### src/rtl/tofl_pkg.sv
// Shared types, codes and widths of the tag ownership and flush tracker.
package tofl_pkg;

  localparam int TAG_W = 16;
  localparam int CPU_W = 16;
  localparam int CMD_W = 3;
  localparam int STATUS_W = 3;
  localparam int IN_DATA_W = 56;
  localparam int OUT_DATA_W = 40;
  localparam int CPU_LIMIT_DEFAULT = 256;
  localparam int ROW_BITS = 64;
  localparam int BIT_IDX_W = 6;

  localparam logic [CMD_W-1:0] CMD_ACQUIRE = 3'd0;
  localparam logic [CMD_W-1:0] CMD_FLUSH = 3'd1;
  localparam logic [CMD_W-1:0] CMD_QUERY = 3'd2;
  localparam logic [CMD_W-1:0] CMD_COMPLETE = 3'd3;
  localparam logic [CMD_W-1:0] CMD_RELEASE = 3'd4;

  localparam logic [STATUS_W-1:0] ST_OK = 3'd0;
  localparam logic [STATUS_W-1:0] ST_INVALID = 3'd1;
  localparam logic [STATUS_W-1:0] ST_STALE = 3'd2;
  localparam logic [STATUS_W-1:0] ST_NOSPACE = 3'd3;
  localparam logic [STATUS_W-1:0] ST_ALLOCFAIL = 3'd4;
  localparam logic [STATUS_W-1:0] ST_PROTO = 3'd5;

  typedef struct packed {
    logic [CMD_W-1:0] cmd;
    logic [TAG_W-1:0] guest_tag;
    logic [TAG_W-1:0] alloc_tag;
    logic             alloc_ok;
    logic [CPU_W-1:0] cpu_index;
  } item_t;

  typedef struct packed {
    logic [STATUS_W-1:0] status;
    logic                flush_needed;
    logic                give_back_valid;
    logic [TAG_W-1:0]    give_back_tag;
    logic                is_active;
    logic                flush_pending;
    logic [TAG_W-1:0]    host_tag;
  } result_t;

  typedef struct packed {
    logic             active;
    logic [TAG_W-1:0] guest_tag;
    logic [TAG_W-1:0] host_tag;
    logic             pending;
  } owner_t;

  typedef struct packed {
    logic set;
    logic clear;
  } bm_ctrl_t;

endpackage

### src/rtl/tofl_bitmap.sv
// Per-CPU residency bitmap held as 64-bit rows with a valid bit for each row.
module tofl_bitmap #(
  parameter int CPU_LIMIT = tofl_pkg::CPU_LIMIT_DEFAULT
) (
  input  logic                      clk,
  input  logic                      rst,
  input  logic [tofl_pkg::CPU_W-1:0] cpu_index,
  input  tofl_pkg::bm_ctrl_t        ctrl,
  output logic                      resident,
  output logic                      empty
);
  import tofl_pkg::*;

  localparam int WORDS = (CPU_LIMIT + ROW_BITS - 1) / ROW_BITS;
  localparam int ROW_W = (WORDS > 1) ? $clog2(WORDS) : 1;

  logic [ROW_BITS-1:0] rows [WORDS];
  logic [WORDS-1:0]    row_valid;
  logic [ROW_W-1:0]    row;
  logic [BIT_IDX_W-1:0] bit_idx;
  logic                row_ok;
  logic [ROW_BITS-1:0] row_data;

  assign row = cpu_index[BIT_IDX_W +: ROW_W];
  assign bit_idx = cpu_index[BIT_IDX_W-1:0];
  assign row_ok = (ROW_W+1)'(row) < (ROW_W+1)'(WORDS);

  always_comb begin
    row_data = '0;
    if (row_ok && row_valid[row]) begin
      row_data = rows[row];
    end
  end

  assign resident = row_data[bit_idx];
  assign empty = ~|row_valid;

  always_ff @(posedge clk) begin
    if (rst) begin
      row_valid <= '0;
    end else if (ctrl.clear) begin
      row_valid <= '0;
    end else if (ctrl.set && row_ok) begin
      row_valid[row] <= 1'b1;
    end
  end

  always_ff @(posedge clk) begin
    if (ctrl.set && !ctrl.clear && row_ok) begin
      rows[row] <= row_data | (ROW_BITS'(1) << bit_idx);
    end
  end

endmodule

### src/rtl/tofl_eval.sv
// Command evaluation: consistency check, result fields and next owner state.
module tofl_eval #(
  parameter int CPU_LIMIT = tofl_pkg::CPU_LIMIT_DEFAULT
) (
  input  tofl_pkg::item_t    item,
  input  tofl_pkg::owner_t   owner,
  input  logic               resident,
  input  logic               empty,
  output tofl_pkg::owner_t   owner_next,
  output tofl_pkg::bm_ctrl_t bm_ctrl,
  output tofl_pkg::result_t  result
);
  import tofl_pkg::*;

  logic consistent;
  logic cpu_ok;

  assign cpu_ok = 17'(item.cpu_index) < 17'(CPU_LIMIT);

  always_comb begin
    if (owner.active) begin
      consistent = (owner.guest_tag != '0) && (owner.host_tag != '0) &&
                   (owner.guest_tag != owner.host_tag) && !(owner.pending && !empty);
    end else begin
      consistent = (owner.guest_tag == '0) && (owner.host_tag == '0) && empty;
    end
  end

  always_comb begin
    owner_next = owner;
    bm_ctrl = '0;
    result = '0;
    result.status = ST_OK;
    case (item.cmd)
      CMD_ACQUIRE: begin
        if (item.guest_tag == '0) begin
          result.status = ST_INVALID;
        end else if (!consistent) begin
          result.status = ST_PROTO;
        end else if (owner.active) begin
          result.status = (owner.guest_tag == item.guest_tag) ? ST_OK : ST_STALE;
        end else if (!item.alloc_ok) begin
          result.status = ST_ALLOCFAIL;
        end else if (item.alloc_tag == '0 || item.alloc_tag == item.guest_tag) begin
          result.status = ST_NOSPACE;
          if (item.alloc_tag != '0) begin
            result.give_back_valid = 1'b1;
            result.give_back_tag = item.alloc_tag;
          end
        end else begin
          owner_next.active = 1'b1;
          owner_next.guest_tag = item.guest_tag;
          owner_next.host_tag = item.alloc_tag;
          owner_next.pending = 1'b1;
          bm_ctrl.clear = 1'b1;
        end
      end
      CMD_FLUSH: begin
        if (!consistent) begin
          result.status = ST_PROTO;
        end else begin
          owner_next.pending = 1'b1;
          bm_ctrl.clear = 1'b1;
        end
      end
      CMD_QUERY, CMD_COMPLETE: begin
        if (!cpu_ok) begin
          result.status = ST_INVALID;
        end else if (!consistent) begin
          result.status = ST_PROTO;
        end else if (!owner.active) begin
          result.status = ST_INVALID;
        end else if (item.cmd == CMD_QUERY) begin
          result.flush_needed = owner.pending || !resident;
        end else begin
          owner_next.pending = 1'b0;
          bm_ctrl.set = 1'b1;
        end
      end
      CMD_RELEASE: begin
        if (!consistent) begin
          result.status = ST_PROTO;
        end else begin
          if (owner.active) begin
            result.give_back_valid = 1'b1;
            result.give_back_tag = owner.host_tag;
          end
          owner_next = '0;
          bm_ctrl.clear = 1'b1;
        end
      end
      default: begin
        result.status = ST_INVALID;
      end
    endcase
    result.is_active = owner_next.active;
    result.flush_pending = owner_next.pending;
    result.host_tag = owner_next.active ? owner_next.host_tag : '0;
  end

endmodule

### src/rtl/tag_ownership_flush_tracker.sv
// Top level of the tag ownership and flush tracker: input register, owner state, result register.
//
//   Channel | Direction | Handshake          | Contents
//   s       | in        | s_tvalid, s_tready | command item in s_tdata
//   m       | out       | m_tvalid, m_tready | result item in m_tdata
//
// An accepted item waits in the input register and is offered as a result once it moves into the free result register.
// One item is accepted per cycle unless a stall on m holds the input register full: the input
// register empties into the result register whenever that register is empty or being taken.
// Owner state and the residency bitmap change as an item moves into the result register.
// Synchronous active-high reset empties both registers and clears all ownership state.
// A stall on m holds the result and, once the input register is full, lowers s_tready.
module tag_ownership_flush_tracker #(
  parameter int CPU_LIMIT = tofl_pkg::CPU_LIMIT_DEFAULT
) (
  input  logic                           clk,
  input  logic                           rst,
  input  logic                           s_tvalid,
  output logic                           s_tready,
  // cmd[2:0], guest_tag[18:3], alloc_tag[34:19], alloc_ok[35], cpu_index[51:36], zeros above
  input  logic [tofl_pkg::IN_DATA_W-1:0]  s_tdata,
  output logic                           m_tvalid,
  input  logic                           m_tready,
  // status[2:0], flush_needed[3], give_back_valid[4], give_back_tag[20:5], is_active[21],
  // flush_pending[22], host_tag[38:23], zeros above
  output logic [tofl_pkg::OUT_DATA_W-1:0] m_tdata
);
  import tofl_pkg::*;

  item_t    in_item;
  item_t    item;
  logic     item_valid;
  logic     advance;
  owner_t   owner;
  owner_t   owner_next;
  bm_ctrl_t bm_ctrl;
  logic     resident;
  logic     empty;
  result_t  result_next;
  result_t  result;

  assign in_item.cmd = s_tdata[2:0];
  assign in_item.guest_tag = s_tdata[18:3];
  assign in_item.alloc_tag = s_tdata[34:19];
  assign in_item.alloc_ok = s_tdata[35];
  assign in_item.cpu_index = s_tdata[51:36];

  assign advance = item_valid && (!m_tvalid || m_tready);
  assign s_tready = !item_valid || advance;

  always_ff @(posedge clk) begin
    if (rst) begin
      item_valid <= 1'b0;
    end else if (s_tready) begin
      item_valid <= s_tvalid;
    end
  end

  always_ff @(posedge clk) begin
    if (s_tvalid && s_tready) begin
      item <= in_item;
    end
  end

  tofl_bitmap #(
    .CPU_LIMIT(CPU_LIMIT)
  ) u_bitmap (
    .clk(clk),
    .rst(rst),
    .cpu_index(item.cpu_index),
    .ctrl(advance ? bm_ctrl : '0),
    .resident(resident),
    .empty(empty)
  );

  tofl_eval #(
    .CPU_LIMIT(CPU_LIMIT)
  ) u_eval (
    .item(item),
    .owner(owner),
    .resident(resident),
    .empty(empty),
    .owner_next(owner_next),
    .bm_ctrl(bm_ctrl),
    .result(result_next)
  );

  always_ff @(posedge clk) begin
    if (rst) begin
      owner <= '0;
    end else if (advance) begin
      owner <= owner_next;
    end
  end

  always_ff @(posedge clk) begin
    if (rst) begin
      m_tvalid <= 1'b0;
    end else if (advance) begin
      m_tvalid <= 1'b1;
    end else if (m_tready) begin
      m_tvalid <= 1'b0;
    end
  end

  always_ff @(posedge clk) begin
    if (advance) begin
      result <= result_next;
    end
  end

  assign m_tdata = {1'b0, result.host_tag, result.flush_pending, result.is_active,
                    result.give_back_tag, result.give_back_valid, result.flush_needed,
                    result.status};

  a_no_proto_error: assert property (@(posedge clk) disable iff (rst)
    m_tvalid |-> result.status != ST_PROTO)
    else $error("owner state became inconsistent");

  a_host_tag_follows_active: assert property (@(posedge clk) disable iff (rst)
    m_tvalid |-> (result.is_active == (result.host_tag != '0)))
    else $error("host tag does not agree with the active mark");

  a_give_back_tag_zero: assert property (@(posedge clk) disable iff (rst)
    (m_tvalid && !result.give_back_valid) |-> result.give_back_tag == '0)
    else $error("give-back tag set without a give-back");

  a_accept_fills_register: assert property (@(posedge clk) disable iff (rst)
    (s_tvalid && s_tready) |=> item_valid)
    else $error("accepted item lost from the input register");

  a_residency_needs_owner: assert property (@(posedge clk) disable iff (rst)
    !empty |-> (owner.active && !owner.pending))
    else $error("residency recorded without an active owner");

endmodule

### config.mk
export PLATFORM = sky130hd
export DESIGN_NAME = tag_ownership_flush_tracker
export DESIGN_NICKNAME = d
export VERILOG_FILES = /design/src/rtl/tofl_pkg.sv /design/src/rtl/tofl_bitmap.sv /design/src/rtl/tofl_eval.sv /design/src/rtl/tag_ownership_flush_tracker.sv
export SDC_FILE = /design/constraint.sdc
export NUM_CORES = 1
export LEC_CHECK = 0
export ABC_AREA = 1
export ABC_CLOCK_PERIOD_IN_PS = 8200
export BUFFER_PORTS_ARGS = -buffer_cell sky130_fd_sc_hd__buf_2
export CORE_MARGIN = 10
export CORE_UTILIZATION = 48
export DETAILED_ROUTE_END_ITERATION = 8
export PLACE_DENSITY = 0.61
export SYNTH_ARGS = -nofsm -noshare
export SYNTH_HDL_FRONTEND = slang
export SYNTH_HIERARCHICAL = 1
export SYNTH_SLANG_ARGS = --single-unit
export TNS_END_PERCENT = 10
### constraint.sdc
create_clock -name clk -period 8.2 [get_ports clk]
set_clock_uncertainty 0.05 [all_clocks]
set_input_delay 0.41 -clock clk [delete_from_list [all_inputs] [get_ports clk]]
set_output_delay 0.41 -clock clk [all_outputs]
set_load 0.1 [all_outputs]
==> flow_summary.toml <==
[cells_and_area]
final_core_util = 0.557
nNetsFinal = 2133
final_cell_mix = "nand2_1, edfxtp_1, nand3_1, inv_1, nor2_1"
diodes = 0
syn_to_final_growth_pct = 15.0
mostFrequentLayoutCell = "nand2_1"
drive_gt1_frac = 0.124

[logic_synthesis]
synthCells = 1949
ys_ff_latch = 387
async_flop_share = 0
synth_flop_cell = "edfxtp_1"
synth_edf_count = 347
syn_avg_cell_area_sq_um = 9.33
synth_cell_types = 35
synth_area_sq_mm = 0.0182
synth_area_leaders = "edfxtp_1, nand2_1, nand3_1"
yosysWarningCount = 6
syn_nets = 2009
ys_seq_area_frac = 0.617
yosysTopAreaCellShare = 0.573
synth_top_area_cell = "edfxtp_1"

[power_and_ir_drop]
peakVddDrop_v = 0.000148
total_power_mw = 4.48
power_density_mw_per_mm2 = 214
p_leak_nw = 8.08

[cts]
clock_latency_ns = 0.58
cts-buffers-inserted = 43
cts.sinks = 387
clkTransAtPathRegs_ns = 0.06
clockBufferDepth = 3
post_cts_resize_count = 0
root_buffer = "clkbuf_16"
cts_tree = "done"
htreeDepth = 2

[grt]
grt_pass1_wl_mm = 75.7
grt_max_degree = 71
grt_pass1_vias = 13300
antenna_found_initial = 0
grt_remaining_overflow = 0
grt_usage = 0.207

[route]
drc = 0
maxUsedRoutingLayer = "met4"
dr.pass1.iters = 5
wl_met1_mm = 20.5
wl_per_cell_um = 18.6
vias = 13900
met3_length_mm = 4.03
first_iter_violations = 1285
ant_nets = 0
wl_met2_mm = 22.9
viasPerCell = 5.32
routed_wl_mm = 48.7

[critical_path]
worst_path_max_delay_cell = "buf_4"
crit_chain = "buf_4, inv_2, buf_4, nand2_1, nand2_1, nand2_1, nand2_4, buf_4, o21ai_0, nor2_1, nor2_1, nand2_1, nand3_1, nand3_1, nand3_1, nand2_1, a2111oi_0"
cpMostUsedCell = "nand2_1"
required_ns = 8.45
setup.worst_path.class = "flop to flop"
crit_fanout = 63
cpLargestDelayFamily = "buffers and inverters"
cpPeakStageDelay_ns = 0.61
cp_data_arrival_time_ns = 4.57
crit_buf_inv = 4
crit_path_end_kind = "flop"
start_kind = "flop"
rrSetupSlack_ns = 3.87

[timing]
fin_hold_ws_ns = 0.0373
slew_violations = 0
fin_tns_setup_ns = 0
fmax_ghz = 0.231
grt_setup_unrepaired = "false"
finalCriticalPeriod_ns = 4.33
setup_viol = 0
finalHoldViolCount = 0
layout_setup_ws_ns = 3.87
tightest_slew_ns = 1.08
fin_crit_sh = 0.528
relSlewSlack = 0.282

[placed_design]
place_hpwl_mm = 29.3
place_ws_ns = 3.90
io_buffers = 96
gp_congestion = 0.869

[die]
core_area_sq_mm = 0.0375
fp.dieH_um = 215
initial_core_util = 0.485
core.rowCount = 71
die_w_um = 215
fp.dieArea_sq_mm = 0.0460
ios = 102

[flow_run]
maxCapViolations = 0

[status]
outcome = "finished clean"

[min_path]
hp-class = "primary input to flop"
cell usage after synthesis, drive strengths merged (2+ instances only):
| cell type | instances |
|---|---|
| nor4 | 4 |
| a21oi | 68 |
| inv | 149 |
| clkinv | 5 |
| nand4 | 36 |
| dfxtp | 40 |
| nand2 | 731 |
| nor3 | 9 |
| o21ai | 90 |
| edfxtp | 347 |
| xnor2 | 6 |
| buf | 66 |
| clkbuf | 30 |
| nor2 | 146 |
| o22ai | 16 |
| xor2 | 7 |
| nand3 | 193 |
| or2 | 2 |
routing by layer:
metal,vias to the layer above,track usage
met3,98,0.0374
li1,6747,-
met2,532,0.336
met5,-,0
met1,6551,0.274
met4,0,0.0707
logic make-up after synthesis:
kind of cell	share of synthesized area
simple gates	0.261
flops	0.617
buf+inv	0.0604
compound gates	0.0549
xor+xnor	0.00626
other cells	0.000206
cell type report:
class	instances	area [sq um]
Multi-Input combinational cell	1312	5900
Fill cell	3337	16600
Clock buffer	58	1160
Sequential cell	387	11200
Inverter	154	581
Tap cell	511	639
Clock inverter	20	185
Timing Repair Buffer	175	1210
worst reg2reg max path, cell delays in order (launching register included):
cell       delay [ns]
edfxtp_1         0.35
buf_4            0.26
inv_2            0.35
buf_4            0.52
nand2_1          0.11
nand2_1          0.08
nand2_1          0.08
nand2_4          0.45
buf_4            0.64
o21ai_0          0.31
nor2_1           0.14
nor2_1           0.07
nand2_1          0.05
nand3_1          0.12
nand3_1          0.12
nand3_1          0.09
nand2_1          0.14
a2111oi_0        0.12
flip-flops by register name (all words and copies together), names as in the netlist:
register and flops:
item 52, item_valid 1, m_tdata 39, m_tvalid 1, owner 34, u_bitmap/row_valid 4
u_bitmap/rows 256
final timing paths:
path	startpoint	end	cells past startpoint
max	item[6]$_DFFE_PP_	m_tdata[3]$_DFFE_PP_	17
min	s_tvalid	item_valid$_SDFFE_PP0P_	3
max reg2reg	item[6]$_DFFE_PP_	m_tdata[3]$_DFFE_PP_	17
min reg2reg	u_bitmap/row_valid[2]$_SDFFE_PP0P_	u_bitmap/row_valid[2]$_SDFFE_PP0P_	2
metrics by stage:
stage / std cells / cell area [sq um]
2_1_floorplan: 1949 / 18200
3_3_place_gp: 2486 / 19000
3_5_place_dp: 2486 / 19000
4_1_cts: 2617 / 20900
5_1_grt: 2617 / 20900
6_report: 2617 / 20900
where the power goes:
group / internal (mW) / switching, mW
logic: 0.117 / 0.303
clock network: 1.06 / 0.789
registers: 2.17 / 0.0366
total: 3.35 / 1.13
what timing repair did:
item,CTS,global route
hold buffers,53,0
setup buffers,0,0
endpoints found under the hold margin,53,0
Note: power is estimated with default switching activity, not from simulation.
